--- config.mk ---
export PLATFORM = sky130hd
export DESIGN_NAME = key_matrix_change_tracker
export DESIGN_NICKNAME = d
export VERILOG_FILES = /design/src/rtl/kmct_pkg.sv /design/src/rtl/kmct_front.sv /design/src/rtl/kmct_queue.sv /design/src/rtl/kmct_back.sv /design/src/rtl/key_matrix_change_tracker.sv
export SDC_FILE = /design/constraint.sdc
export NUM_CORES = 1
export LEC_CHECK = 0
export BUFFER_PORTS_ARGS = -buffer_cell sky130_fd_sc_hd__buf_2
export CORE_MARGIN = 10
export CORE_UTILIZATION = 58
export DETAILED_ROUTE_END_ITERATION = 10
export GPL_TIMING_DRIVEN = 0
export PLACE_DENSITY = 0.78
export SYNTH_ARGS = -nofsm -noshare
export SYNTH_HDL_FRONTEND = slang
export SYNTH_SLANG_ARGS = --single-unit
--- constraint.sdc ---
create_clock -name clk -period 5.4 [get_ports clk]
set_clock_uncertainty 0.15 [all_clocks]
set_input_delay 0.54 -clock clk [delete_from_list [all_inputs] [get_ports clk]]
set_output_delay 0.54 -clock clk [all_outputs]
set_load 0.05 [all_outputs]
--- src/rtl/kmct_pkg.sv ---
// shared types and constants of the key matrix change tracker
// used by every module of the block, depends on nothing
package kmct_pkg;

  localparam int KEY_COUNT  = 64;
  localparam int LIST_DEPTH = 16;

  // field widths
  localparam int COL_W  = 3;
  localparam int ROW_W  = 3;
  localparam int RC_W   = 4;
  localparam int KEYF_W = 6;
  localparam int CFG_W  = 6;

  // key index before range check: col * row_count + row
  localparam int RAW_W  = 8;
  localparam int KEY_W  = $clog2(KEY_COUNT);
  localparam int IDX_W  = (LIST_DEPTH > 1) ? $clog2(LIST_DEPTH) : 1;
  localparam int CNT_W  = $clog2(LIST_DEPTH + 1);

  // configuration register indexes
  typedef enum logic [1:0] {
    REG_ROW_COUNT   = 2'd0,
    REG_LEFT_SHIFT  = 2'd1,
    REG_RIGHT_SHIFT = 2'd2,
    REG_SYMBOL      = 2'd3
  } cfg_reg_t;

  localparam logic [RC_W-1:0]   ROW_COUNT_RST   = 4'd7;
  localparam logic [KEYF_W-1:0] LEFT_SHIFT_RST  = 6'd13;
  localparam logic [KEYF_W-1:0] RIGHT_SHIFT_RST = 6'd17;
  localparam logic [KEYF_W-1:0] SYMBOL_RST      = 6'd2;

  typedef struct packed {
    logic [COL_W-1:0] col_index;
    logic [ROW_W-1:0] row_index;
    logic             key_down;
  } sample_t;

  typedef struct packed {
    logic [KEYF_W-1:0] event_key;
    logic              event_pressed;
    logic              shift_held;
    logic              symbol_held;
    logic [KEYF_W-1:0] entry_key;
    logic              entry_valid;
    logic              last_entry;
  } result_t;

  // classified key event handed from front to back
  typedef struct packed {
    logic [KEYF_W-1:0] key;
    logic              down;
    logic              shift;
    logic              symbol;
  } cmd_t;

  typedef struct packed {
    logic             idle;
    logic [CNT_W-1:0] list_count;
  } back_stat_t;

endpackage

--- src/rtl/kmct_front.sv ---
// front end: configuration registers, key index, key bitmap and classification
// depends on kmct_pkg
module kmct_front
  import kmct_pkg::*;
(
  input  logic        clk,
  input  logic        rst,
  input  logic        cfg_valid,
  input  cfg_reg_t    cfg_index,
  input  logic [CFG_W-1:0] cfg_data,
  input  logic        accept,
  input  sample_t     sample,
  output logic        cmd_push,
  output cmd_t        cmd
);

  logic [RC_W-1:0]      row_count;
  logic [KEYF_W-1:0]    left_shift_key;
  logic [KEYF_W-1:0]    right_shift_key;
  logic [KEYF_W-1:0]    symbol_key;
  logic [KEY_COUNT-1:0] key_state;
  logic [KEY_COUNT-1:0] key_state_next;

  logic [RAW_W-1:0] key_raw;
  logic             in_range;
  logic             changed;
  logic             is_mod;
  logic             lshift_bit;
  logic             rshift_bit;
  logic             sym_bit;

  assign key_raw = RAW_W'(sample.col_index) * RAW_W'(row_count) + RAW_W'(sample.row_index);
  assign in_range = (RC_W'(sample.row_index) < row_count) && (int'(key_raw) < KEY_COUNT);
  assign changed = in_range && (key_state[key_raw[KEY_W-1:0]] != sample.key_down);
  assign is_mod = (key_raw[KEYF_W-1:0] == left_shift_key) ||
                  (key_raw[KEYF_W-1:0] == right_shift_key) ||
                  (key_raw[KEYF_W-1:0] == symbol_key);

  always_comb begin
    key_state_next = key_state;
    if (accept && changed) begin
      key_state_next[key_raw[KEY_W-1:0]] = sample.key_down;
    end
  end

  // modifier registers outside the key range read as released
  assign lshift_bit = (int'(left_shift_key) < KEY_COUNT) &&
                      key_state_next[left_shift_key[KEY_W-1:0]];
  assign rshift_bit = (int'(right_shift_key) < KEY_COUNT) &&
                      key_state_next[right_shift_key[KEY_W-1:0]];
  assign sym_bit    = (int'(symbol_key) < KEY_COUNT) &&
                      key_state_next[symbol_key[KEY_W-1:0]];

  assign cmd_push   = accept && changed && !is_mod;
  assign cmd.key    = key_raw[KEYF_W-1:0];
  assign cmd.down   = sample.key_down;
  assign cmd.shift  = lshift_bit | rshift_bit;
  assign cmd.symbol = sym_bit;

  always_ff @(posedge clk) begin
    if (rst) begin
      row_count       <= ROW_COUNT_RST;
      left_shift_key  <= LEFT_SHIFT_RST;
      right_shift_key <= RIGHT_SHIFT_RST;
      symbol_key      <= SYMBOL_RST;
      key_state       <= '0;
    end else begin
      key_state <= key_state_next;
      if (cfg_valid) begin
        case (cfg_index)
          REG_ROW_COUNT:   row_count       <= cfg_data[RC_W-1:0];
          REG_LEFT_SHIFT:  left_shift_key  <= cfg_data[KEYF_W-1:0];
          REG_RIGHT_SHIFT: right_shift_key <= cfg_data[KEYF_W-1:0];
          REG_SYMBOL:      symbol_key      <= cfg_data[KEYF_W-1:0];
          default: ;
        endcase
      end
    end
  end

endmodule

--- src/rtl/kmct_queue.sv ---
// two-entry queue of key events between front and back
// depends on kmct_pkg
module kmct_queue
  import kmct_pkg::*;
(
  input  logic clk,
  input  logic rst,
  input  logic push,
  input  cmd_t push_data,
  output logic full,
  input  logic pop,
  output cmd_t head,
  output logic empty
);

  cmd_t       slot [2];
  logic       wr_ptr;
  logic       rd_ptr;
  logic [1:0] fill;
  logic       do_push;
  logic       do_pop;

  assign full    = (fill == 2'd2);
  assign empty   = (fill == 2'd0);
  assign head    = slot[rd_ptr];
  assign do_push = push && !full;
  assign do_pop  = pop && !empty;

  always_ff @(posedge clk) begin
    if (rst) begin
      wr_ptr <= 1'b0;
      rd_ptr <= 1'b0;
      fill   <= 2'd0;
    end else begin
      if (do_push) wr_ptr <= !wr_ptr;
      if (do_pop)  rd_ptr <= !rd_ptr;
      if (do_push && !do_pop) begin
        fill <= fill + 2'd1;
      end else if (do_pop && !do_push) begin
        fill <= fill - 2'd1;
      end
    end
  end

  always_ff @(posedge clk) begin
    if (do_push) slot[wr_ptr] <= push_data;
  end

endmodule

--- src/rtl/kmct_back.sv ---
// back end: ordered pressed list, run sequencer and result register
// depends on kmct_pkg
module kmct_back
  import kmct_pkg::*;
(
  input  logic       clk,
  input  logic       rst,
  input  logic       q_empty,
  input  cmd_t       q_head,
  output logic       q_pop,
  output logic       empty,
  input  logic       pop,
  output result_t    result,
  output back_stat_t stat
);

  typedef enum logic [2:0] {
    ST_IDLE   = 3'b001,
    ST_UPDATE = 3'b010,
    ST_EMIT   = 3'b100
  } state_t;

  state_t            state;
  cmd_t              cur;
  logic [KEYF_W-1:0] list [LIST_DEPTH];
  logic [CNT_W-1:0]  list_count;
  logic [CNT_W-1:0]  idx;
  logic [CNT_W-1:0]  run_len;
  logic              out_valid;
  result_t           out_data;
  result_t           emit_data;
  logic              out_load;
  logic              is_last;
  logic              found;
  logic [IDX_W-1:0]  pos;

  // lowest list position holding the current key
  always_comb begin
    found = 1'b0;
    pos   = '0;
    for (int i = LIST_DEPTH - 1; i >= 0; i--) begin
      if ((CNT_W'(i) < list_count) && (list[i] == cur.key)) begin
        found = 1'b1;
        pos   = IDX_W'(i);
      end
    end
  end

  assign run_len = (list_count == '0) ? CNT_W'(1) : list_count;
  assign is_last = (idx == CNT_W'(run_len - CNT_W'(1)));

  always_comb begin
    emit_data.event_key     = cur.key;
    emit_data.event_pressed = cur.down;
    emit_data.shift_held    = cur.shift;
    emit_data.symbol_held   = cur.symbol;
    emit_data.entry_valid   = (list_count != '0);
    emit_data.entry_key     = (list_count != '0) ? list[idx[IDX_W-1:0]] : '0;
    emit_data.last_entry    = is_last;
  end

  assign q_pop    = (state == ST_IDLE) && !q_empty;
  assign out_load = (state == ST_EMIT) && (!out_valid || pop);
  assign empty    = !out_valid;
  assign result   = out_data;
  assign stat.idle       = (state == ST_IDLE);
  assign stat.list_count = list_count;

  always_ff @(posedge clk) begin
    if (rst) begin
      state      <= ST_IDLE;
      list_count <= '0;
      out_valid  <= 1'b0;
    end else begin
      if (out_load) begin
        out_valid <= 1'b1;
      end else if (pop) begin
        out_valid <= 1'b0;
      end
      case (state)
        ST_IDLE: begin
          if (!q_empty) state <= ST_UPDATE;
        end
        ST_UPDATE: begin
          if (cur.down) begin
            if (!found && (list_count < CNT_W'(LIST_DEPTH))) begin
              list_count <= list_count + CNT_W'(1);
            end
          end else if (found) begin
            list_count <= list_count - CNT_W'(1);
          end
          state <= ST_EMIT;
        end
        ST_EMIT: begin
          if (out_load && is_last) state <= ST_IDLE;
        end
        default: state <= ST_IDLE;
      endcase
    end
  end

  always_ff @(posedge clk) begin
    if (q_pop) cur <= q_head;
    if (state == ST_UPDATE) begin
      idx <= '0;
      if (cur.down) begin
        if (!found && (list_count < CNT_W'(LIST_DEPTH))) begin
          list[list_count[IDX_W-1:0]] <= cur.key;
        end
      end else if (found) begin
        // entries after the removed one close up
        for (int i = 0; i < LIST_DEPTH - 1; i++) begin
          if (IDX_W'(i) >= pos) list[i] <= list[i + 1];
        end
      end
    end
    if (out_load) begin
      out_data <= emit_data;
      idx      <= idx + CNT_W'(1);
    end
  end

endmodule

--- src/rtl/key_matrix_change_tracker.sv ---
// Key matrix change tracker. Each sample forms the key index col_index * row_count +
// row_index and updates a key bitmap; a change of a non-modifier key edits the ordered
// pressed list and gives a run of results, one per list entry (or one marked empty).
// The front end takes one sample per cycle into a two-entry event queue while the queue
// is not full; for each event the back end pops it, updates the list, then gives one
// result per list entry. Samples that cause no change, and modifier changes, give no
// result. A result that waits to be popped holds the back end in the middle of a run;
// once the last result of a run sits in the result register, the back end goes on
// with the next event.
// depends on kmct_pkg, kmct_front, kmct_queue, kmct_back
module key_matrix_change_tracker
  import kmct_pkg::*;
(
  input  logic             clk,
  input  logic             rst,
  input  logic             cfg_valid,
  output logic             cfg_ready,
  input  cfg_reg_t         cfg_index,
  input  logic [CFG_W-1:0] cfg_data,
  input  logic             push,
  output logic             full,
  input  sample_t          sample,
  output logic             empty,
  input  logic             pop,
  output result_t          result
);

  logic       q_push;
  logic       q_full;
  logic       q_pop;
  logic       q_empty;
  cmd_t       q_in;
  cmd_t       q_head;
  back_stat_t stat;

  assign cfg_ready = 1'b1;
  assign full      = q_full;

  kmct_front u_front (
    .clk       (clk),
    .rst       (rst),
    .cfg_valid (cfg_valid),
    .cfg_index (cfg_index),
    .cfg_data  (cfg_data),
    .accept    (push && !full),
    .sample    (sample),
    .cmd_push  (q_push),
    .cmd       (q_in)
  );

  kmct_queue u_queue (
    .clk       (clk),
    .rst       (rst),
    .push      (q_push),
    .push_data (q_in),
    .full      (q_full),
    .pop       (q_pop),
    .head      (q_head),
    .empty     (q_empty)
  );

  kmct_back u_back (
    .clk     (clk),
    .rst     (rst),
    .q_empty (q_empty),
    .q_head  (q_head),
    .q_pop   (q_pop),
    .empty   (empty),
    .pop     (pop),
    .result  (result),
    .stat    (stat)
  );

`ifndef SYNTHESIS
  // the pressed list never grows past its depth
  a_list_bound: assert property (@(posedge clk) disable iff (rst)
    int'(stat.list_count) <= LIST_DEPTH)
    else $error("pressed list count above depth");

  // an empty-list result is always the only one of its run
  a_empty_last: assert property (@(posedge clk) disable iff (rst)
    (!empty && !result.entry_valid) |-> result.last_entry)
    else $error("empty-list result not marked last");

  // front end never offers an event to a full queue
  a_no_overflow: assert property (@(posedge clk) disable iff (rst)
    q_push |-> !q_full)
    else $error("event queue overflow");

  // the back end leaves idle only by taking a queued event
  a_idle_exit: assert property (@(posedge clk) disable iff (rst)
    (stat.idle && q_empty) |=> stat.idle)
    else $error("back end left idle without an event");
`endif

endmodule
==> results.py, run 1 <==
metrics = {
    "status": {
        "status": "finished with violations",
        "violations": "negative setup slack",
    },
    "synth": {
        "yosys.area_share.xor_xnor": 0.07112,
        "synth.top_cells.by_area": "edfxtp_1 27%, dfxtp_1 12%, mux4_2 7.3%",
        "ys_ff_latch": 244,
        "synthFlopType": "edfxtp_1",
        "yosysTopAreaCell": "edfxtp_1",
        "ys_warn_count": 0,
        "syn_inst": 1661,
        "synth_cell_types": 84,
        "synth_mux_area_frac": 0.1517,
        "syn-cell-area_sq_um": 16260,
        "synth_compound_area_frac": 0.1609,
        "synth_top_family_by_area": "simple AND/OR/NAND/NOR gates",
        "synth_edf_count": 145,
        "ys_async_sr_fraction": 0,
        "synth_seq_area_share": 0.3897,
        "synthAdderAreaFrac": 0.02186,
        "avgSynthCellArea_sq_um": 9.787,
        "synth_simple_gate_area_frac": 0.1632,
        "netlist.area_leader.share": 0.2678,
        "syn_nets": 1707,
    },
    "timing": {
        "setup_violations": 22,
        "slew_headroom": 0.3252,
        "fmax_mhz": 169.9,
        "postLayoutSetupSlackWorst_ns": -0.4856,
        "worst_pin_slew_ns": 1.002,
        "finalCritPeriodShare": 1.090,
        "period_needed_ns": 5.886,
        "finalHoldViolations": 0,
        "slew_violations": 0,
        "rsz0062_at_grt": "yes",
    },
    "place": {
        "detailed_place.area_sq_um": 16940,
        "portBuffers": 37,
        "place_inst": 2077,
        "post-place-ws_ns": -1.422,
        "gp_congestion": 1.174,
        "hpwl_microns": 43620,
    },
    "setup_path": {
        "r2r_slack_ns": -0.49,
        "slowest_stage": "fa_2",
        "path_max_fanout": 8,
        "worst_setup_path_end_kind": "flip-flop",
        "crit_chain": "nand2_2 -> fa_1 -> fa_2 -> fa_2 -> buf_12 -> inv_16 -> mux4_2 -> a211oi_4 -> buf_4 -> o21ai_4 -> o31ai_2 -> o31ai_2 -> mux4_2 -> o21ai_2 -> nor2_1 -> o311ai_1 -> nand4_1",
        "path_class": "flip-flop to flip-flop",
        "cp.required_ns": 5.48,
        "critPathArrivalTime_ns": 5.97,
        "rr_worst_depth": 17,
        "worstSetupStartpointType": "flip-flop",
        "critical-path-max-stage-delay_ns": 0.59,
    },
    "grt": {
        "grt_pass1_wl_microns": 88780,
        "grt_overflow": 0,
        "antenna_found_initial": 0,
        "grt_max_degree": 18,
        "grt_util_all_layers": 0.3243,
        "grt_pass1_vias": 14530,
    },
    "clocking": {
        "clockRootBuffer": "clkbuf_16",
        "cts_sinks": 244,
        "cts-hold-fix-buffers": 0,
        "cts-buffers-inserted": 28,
        "cts_tree": "done",
        "clk_path_buf_depth": 3,
        "clkTransAtPathRegs_ns": 0.06,
        "cts-htree-levels": 1,
        "clk_latency_ns": 0.57,
    },
    "cells_and_area": {
        "final_cell_mix": "145 x edfxtp_1, 141 x nor2_1, 131 x nand2_1, 96 x dfxtp_1, 94 x clkbuf_1",
        "postLayoutCoreUtil": 0.6841,
        "syn_to_final_growth_pct": 16.59,
        "mostFrequentLayoutCell": "edfxtp_1",
        "num-nets-final": 1805,
        "final_layout_size_suffix_gt1_frac": 0.2313,
        "diodes": 0,
        "stdcell_area_sq_um": 18950,
        "layout.cells.non_filler": 2159,
    },
    "die": {
        "core-area_sq_um": 27710,
        "rows": 61,
        "die_x_microns": 187.4,
        "die-area_sq_um": 35130,
        "start_util": 0.5868,
        "io_pins": 40,
        "die_h_microns": 187.4,
    },
    "route": {
        "vias": 15630,
        "firstDrtPassIters": 8,
        "drtIter0Drc": 3088,
        "routed_wl_microns": 60670,
        "vias_per_cell": 7.238,
        "ant_nets": 0,
        "wl_per_cell_microns": 28.10,
        "remaining_drc_errors": 0,
    },
    "power_and_ir_drop": {
        "powerDensity_nw_per_um2": 373.4,
        "peakVddDrop_mv": 0.2484,
        "finalPower_mw": 7.078,
        "leakage_nw": 6.562,
    },
    "job": {
        "cap_viol_max_count": 0,
    },
    "hold_path": {
        "hold_path_depth": 1,
        "min_path_type": "input pin to flip-flop",
    },
}
==> cell families (layout without fill, tap and decap cells) <==
family / count (synthesis) / in the layout
adders and majority gates: 26 / 26
and+or+nand+nor: 544 / 544
xor gates and xnor gates: 132 / 132
other: 1 / 1
AOI/OAI and AO/OA: 379 / 379
muxes: 169 / 169
buffers and inverters: 166 / 286
DFF: 244 / 244
==> Yosys cell counts (all sizes together) (29+ instances only) <==
cell type	instances
a21oi	64
and2	29
buf	34
clkbuf	92
dfxtp	99
edfxtp	145
inv	38
mux2	89
mux4	53
nand2	136
nand3	39
nor2	147
nor2b	38
nor3	41
o21ai	66
o31ai	39
xnor2	74
xor2	58
==> power breakdown <==
| part | internal [mW] | leakage (nW) | switching, mW |
|---|---|---|---|
| Combinational | 1.07 | 4.00 | 1.79 |
| Clock | 1.18 | 0.455 | 0.804 |
| Sequential | 2.17 | 2.11 | 0.0646 |
==> per-stage QoR <==
stage / hold slack, ns / setup TNS [ns]
floorplan: 0.2503 / 0
global placement: 0.2527 / -31.68
global route: 0.05026 / -4.745
CTS: 0.04859 / -1.537
finish: 0.04678 / -3.716
detailed placement: 0.2597 / -23.64
==> path summary, 6_finish.rpt <==
check / startpoint / to
worst max-delay path: u_front.row_count[2]$_SDFFE_PP1P_ / u_queue.slot[1][0]$_DFFE_PP_
worst min-delay path: sample[0] / u_queue.slot[0][2]$_DFFE_PP_
worst max register to register: u_front.row_count[2]$_SDFFE_PP1P_ / u_queue.slot[1][0]$_DFFE_PP_
worst min register to register: u_back.cur[0]$_DFFE_PP_ / u_back.result[8]$_DFFE_PP_
==> layout make-up <==
class,count,area (sq um)
clock inverter,12,191.4
clock buffer,40,765.7
buffer,122,560.5
inverter,40,168.9
fill,2108,8751
tap,378,473.0
timing repair buffer,72,533.0
multi-input combinational,1251,9917
sequential,244,6345
==> what timing repair did <==
| item | CTS | global route |
|---|---|---|
| pin swaps | 23 | 25 |
| resized for setup | 130 | 51 |
| endpoints found under the setup margin | 28 | 40 |
| setup buffers | 22 | 10 |
| cloned | 1 | 2 |
==> critical path: cells and delay by family (launching register included) <==
kind,cells,cell delay (ns)
fa+ha+maj,3,1.62
compound gates,6,1.50
mux,2,1.08
buf+inv,3,0.45
flops,1,0.36
simple gates,3,0.35
==> metal layers <==
metal	global-route usage	wire length, microns	vias to the layer above	share of wire
met5	0	36	-	0.00059
met4	0.1252	3311	2	0.055
met3	0.1454	10770	322	0.18
met2	0.4558	24110	1463	0.40
met1	0.4281	22450	7409	0.37
li1	-	-	6430	-
==> state kept, by name, summed over array words and instances (netlist names), 2 cells and up <==
register                 cells
u_back.list                 96
u_front.key_state           64
u_queue.slot                18
u_back.result               17
u_back.cur                   9
u_front.left_shift_key       6
u_front.right_shift_key      6
u_front.symbol_key           6
u_back.idx                   5
u_back.list_count            5
u_front.row_count            4
u_back.state                 3
u_queue.fill                 2
No activity file was read; power rests on OpenSTA's default activity.
==> inputs of run 2 (changes only) <==
Settings changed: ABC_AREA set to 0, CORE_UTILIZATION 58 to 45, PLACE_DENSITY 0.78 to not set.
==> run 2 against run 1 <==
  * Clock-buffer cell count fell by 8
  * Clock power rose by 3%
  * Global-route usage is 4.7 points lower
  * Hold slack worse by 0.0046 ns
  * Sequential share of layout area is 0.60 points lower
  * Critical endpoint unchanged
  * The flow still finishes with violations (negative setup slack)
  * Combinational power grew 2%
  * Fmax rose by 2.8%
  * Critical path depth is 3 higher
  * Worst setup slack improved by 0.16 ns
  * Sequential cell count is the same
  * Highest routed layer is now met4
==> results.py, run 2 (synthesis gave the netlist of run 1 again) <==
metrics = {
    "setup_path": {
        "critPathArrivalTime_ns": 5.96,
        "path_class": "flip-flop to flip-flop",
        "path_max_fanout": 5,
        "worstSetupStartpointType": "flip-flop",
        "critical-path-max-stage-delay_ns": 0.61,
        "cp.required_ns": 5.63,
        "worst_setup_path_end_kind": "flip-flop",
        "worst-path-buf-inv": 5,
        "crit_chain": "nand2_2 -> fa_1 -> fa_1 -> fa_2 -> buf_12 -> or3b_4 -> o21ai_2 -> a211oi_2 -> buf_4 -> nor4_4 -> buf_6 -> or2_4 -> buf_6 -> buf_12 -> a31oi_1 -> a21oi_2 -> mux4_2 -> nor3_1 -> or4_4 -> nand4_1",
        "r2r_slack_ns": -0.33,
        "cp_top_family": "simple AND/OR/NAND/NOR gates",
        "slowest_stage": "fa_2",
    },
    "timing": {
        "finalHoldViolations": 0,
        "fmax_mhz": 174.6,
        "rsz0062_at_grt": "yes",
        "slew_headroom": 0.2499,
        "fin_setup_tns_ns": -1.262,
        "finalCritPeriodShare": 1.060,
        "slew_violations": 0,
        "hold_ws_ns": 0.04218,
        "worst_pin_slew_ns": 1.113,
        "setup_violations": 5,
        "period_needed_ns": 5.726,
        "postLayoutSetupSlackWorst_ns": -0.3261,
    },
    "grt": {
        "grt_max_degree": 18,
        "grt_util_all_layers": 0.2775,
        "antenna_found_initial": 0,
        "grt_overflow": 0,
        "grt_pass1_wl_microns": 93480,
        "grt_pass1_vias": 14320,
    },
    "status": {
        "status": "finished with violations",
        "violations": "negative setup slack",
    },
    "die": {
        "die_x_microns": 210.1,
        "rows": 69,
        "core-area_sq_um": 35570,
        "die-area_sq_um": 44130,
        "die_h_microns": 210.1,
        "io_pins": 40,
        "start_util": 0.4570,
    },
    "place": {
        "gp_congestion": 1.031,
        "portBuffers": 37,
        "detailed_place.area_sq_um": 17050,
        "hpwl_microns": 47820,
    },
    "route": {
        "wl_per_cell_microns": 28.42,
        "firstDrtPassIters": 8,
        "remaining_drc_errors": 0,
        "routed_wl_microns": 64150,
        "ant_nets": 0,
        "drtIter0Drc": 2121,
        "vias_per_cell": 6.696,
        "vias": 15110,
    },
    "power_and_ir_drop": {
        "peakVddDrop_mv": 0.2911,
        "leakage_nw": 6.650,
        "p_clk_frac": 0.282,
        "p_int_mw": 4.468,
        "combPwrFrac": 0.407,
        "swShare": 0.3783,
        "p_switching_mw": 2.719,
        "powerDensity_nw_per_um2": 372.7,
        "finalPower_mw": 7.187,
        "pwr-share-seq": 0.311,
    },
    "job": {
        "cap_viol_max_count": 0,
    },
    "hold_path": {
        "min_path_type": "input pin to flip-flop",
    },
    "cells_and_area": {
        "num-nets-final": 1819,
        "syn_to_final_growth_pct": 18.63,
        "largestRegisters": "u_back.list x96, u_front.key_state x64, u_queue.slot x18",
        "largest_reg_flops": 96,
        "final_cell_mix": "145 x edfxtp_1, 142 x nor2_1, 131 x nand2_1, 96 x dfxtp_1, 88 x mux2_2",
        "stdcell_area_sq_um": 19290,
        "final_layout_size_suffix_gt1_frac": 0.2501,
        "mostFrequentLayoutCell": "edfxtp_1",
        "largest_register": "u_back.list",
        "postLayoutCoreUtil": 0.5422,
    },
    "clocking": {
        "clockRootBuffer": "clkbuf_16",
        "cts-htree-levels": 1,
        "clk_path_buf_depth": 3,
        "cts_tree": "done",
        "cts_sinks": 244,
        "cts-buffers-inserted": 29,
        "clkTransAtPathRegs_ns": 0.06,
        "clk_latency_ns": 0.57,
    },
}
[run 2: cell types whose count changed in the layout (fill, tap and decap cells not counted), moves of 3 or more]
cell	previous run	this run
clkbuf_1	94	83
buf_4	36	44
buf_6	3	9
clkinvlp_4	2	7
nor3_1	33	28
a21oi_1	62	59
a21oi_2	2	5
clkbuf_2	1	4
nor3_2	4	7
[run 2: layout make-up]
cell class,instances,area [sq um]
diodes,1,2.502
plain buffers,122,566.8
clock buffers,32,747.0
clock inverters,21,231.5
fillers,3255,16280
inverters,40,172.7
multi-input cells,1251,10030
flip-flops and latches,244,6340
well taps,461,576.8
repair buffers,85,616.8
[run 2: worst register-to-register path, stage by stage (launching register included)]
cell	delay (ns)
dfxtp_2	0.36
nand2_2	0.06
fa_1	0.56
fa_1	0.46
fa_2	0.61
buf_12	0.16
or3b_4	0.41
o21ai_2	0.14
a211oi_2	0.06
buf_4	0.19
nor4_4	0.28
buf_6	0.17
or2_4	0.13
buf_6	0.13
buf_12	0.11
a31oi_1	0.08
a21oi_2	0.29
mux4_2	0.32
nor3_1	0.05
or4_4	0.57
nand4_1	0.24
[run 2: per-layer routing]
| layer | global-route usage | vias to the layer above | routed length [microns] |
|---|---|---|---|
| li1 | - | 6429 | - |
| met1 | 0.4001 | 7449 | 27200 |
| met2 | 0.3903 | 1039 | 26170 |
| met3 | 0.07910 | 197 | 8351 |
| met4 | 0.08807 | 0 | 2434 |
| met5 | 0 | - | 0 |
[run 2: worst paths after layout]
path / from / end / depth (start not counted)
max reg2reg: u_front.row_count[2]$_SDFFE_PP1P_ / u_queue.slot[1][0]$_DFFE_PP_ / 20
max: u_front.row_count[2]$_SDFFE_PP1P_ / u_queue.slot[1][0]$_DFFE_PP_ / 20
min: sample[0] / u_queue.slot[0][2]$_DFFE_PP_ / 1
min reg2reg: u_back.cur[1]$_DFFE_PP_ / u_back.result[9]$_DFFE_PP_ / 0
[run 2: repair_timing]
| item | 4_1_cts | 5_1_grt |
|---|---|---|
| endpoints found under the hold margin | 0 | 0 |
| setup endpoints to repair | 31 | 99 |
| gates cloned | 0 | 2 |
| hold buffers | 0 | 0 |
| buffers inserted | 22 | 23 |
| pin swaps | 18 | 32 |
| resized for setup | 136 | 75 |
[run 2: per-stage QoR]
stage	cells	setup slack (ns)
after floorplan	1661	0.04199
after global placement	2159	-1.937
after detailed placement	2160	-1.602
after CTS	2233	-0.1579
after global routing	2256	-0.4412
final	2257	-0.3261
[run 2: power groups by stage]
stage	clock, mW	sequential (mW)	combinational (mW)
finish	2.03	2.24	2.92
global route	2.12	2.25	3.04
CTS	2.05	2.23	2.48
detailed placement	0	2.27	2.15
global placement	0	2.27	2.13
floorplan	0	2.24	1.47
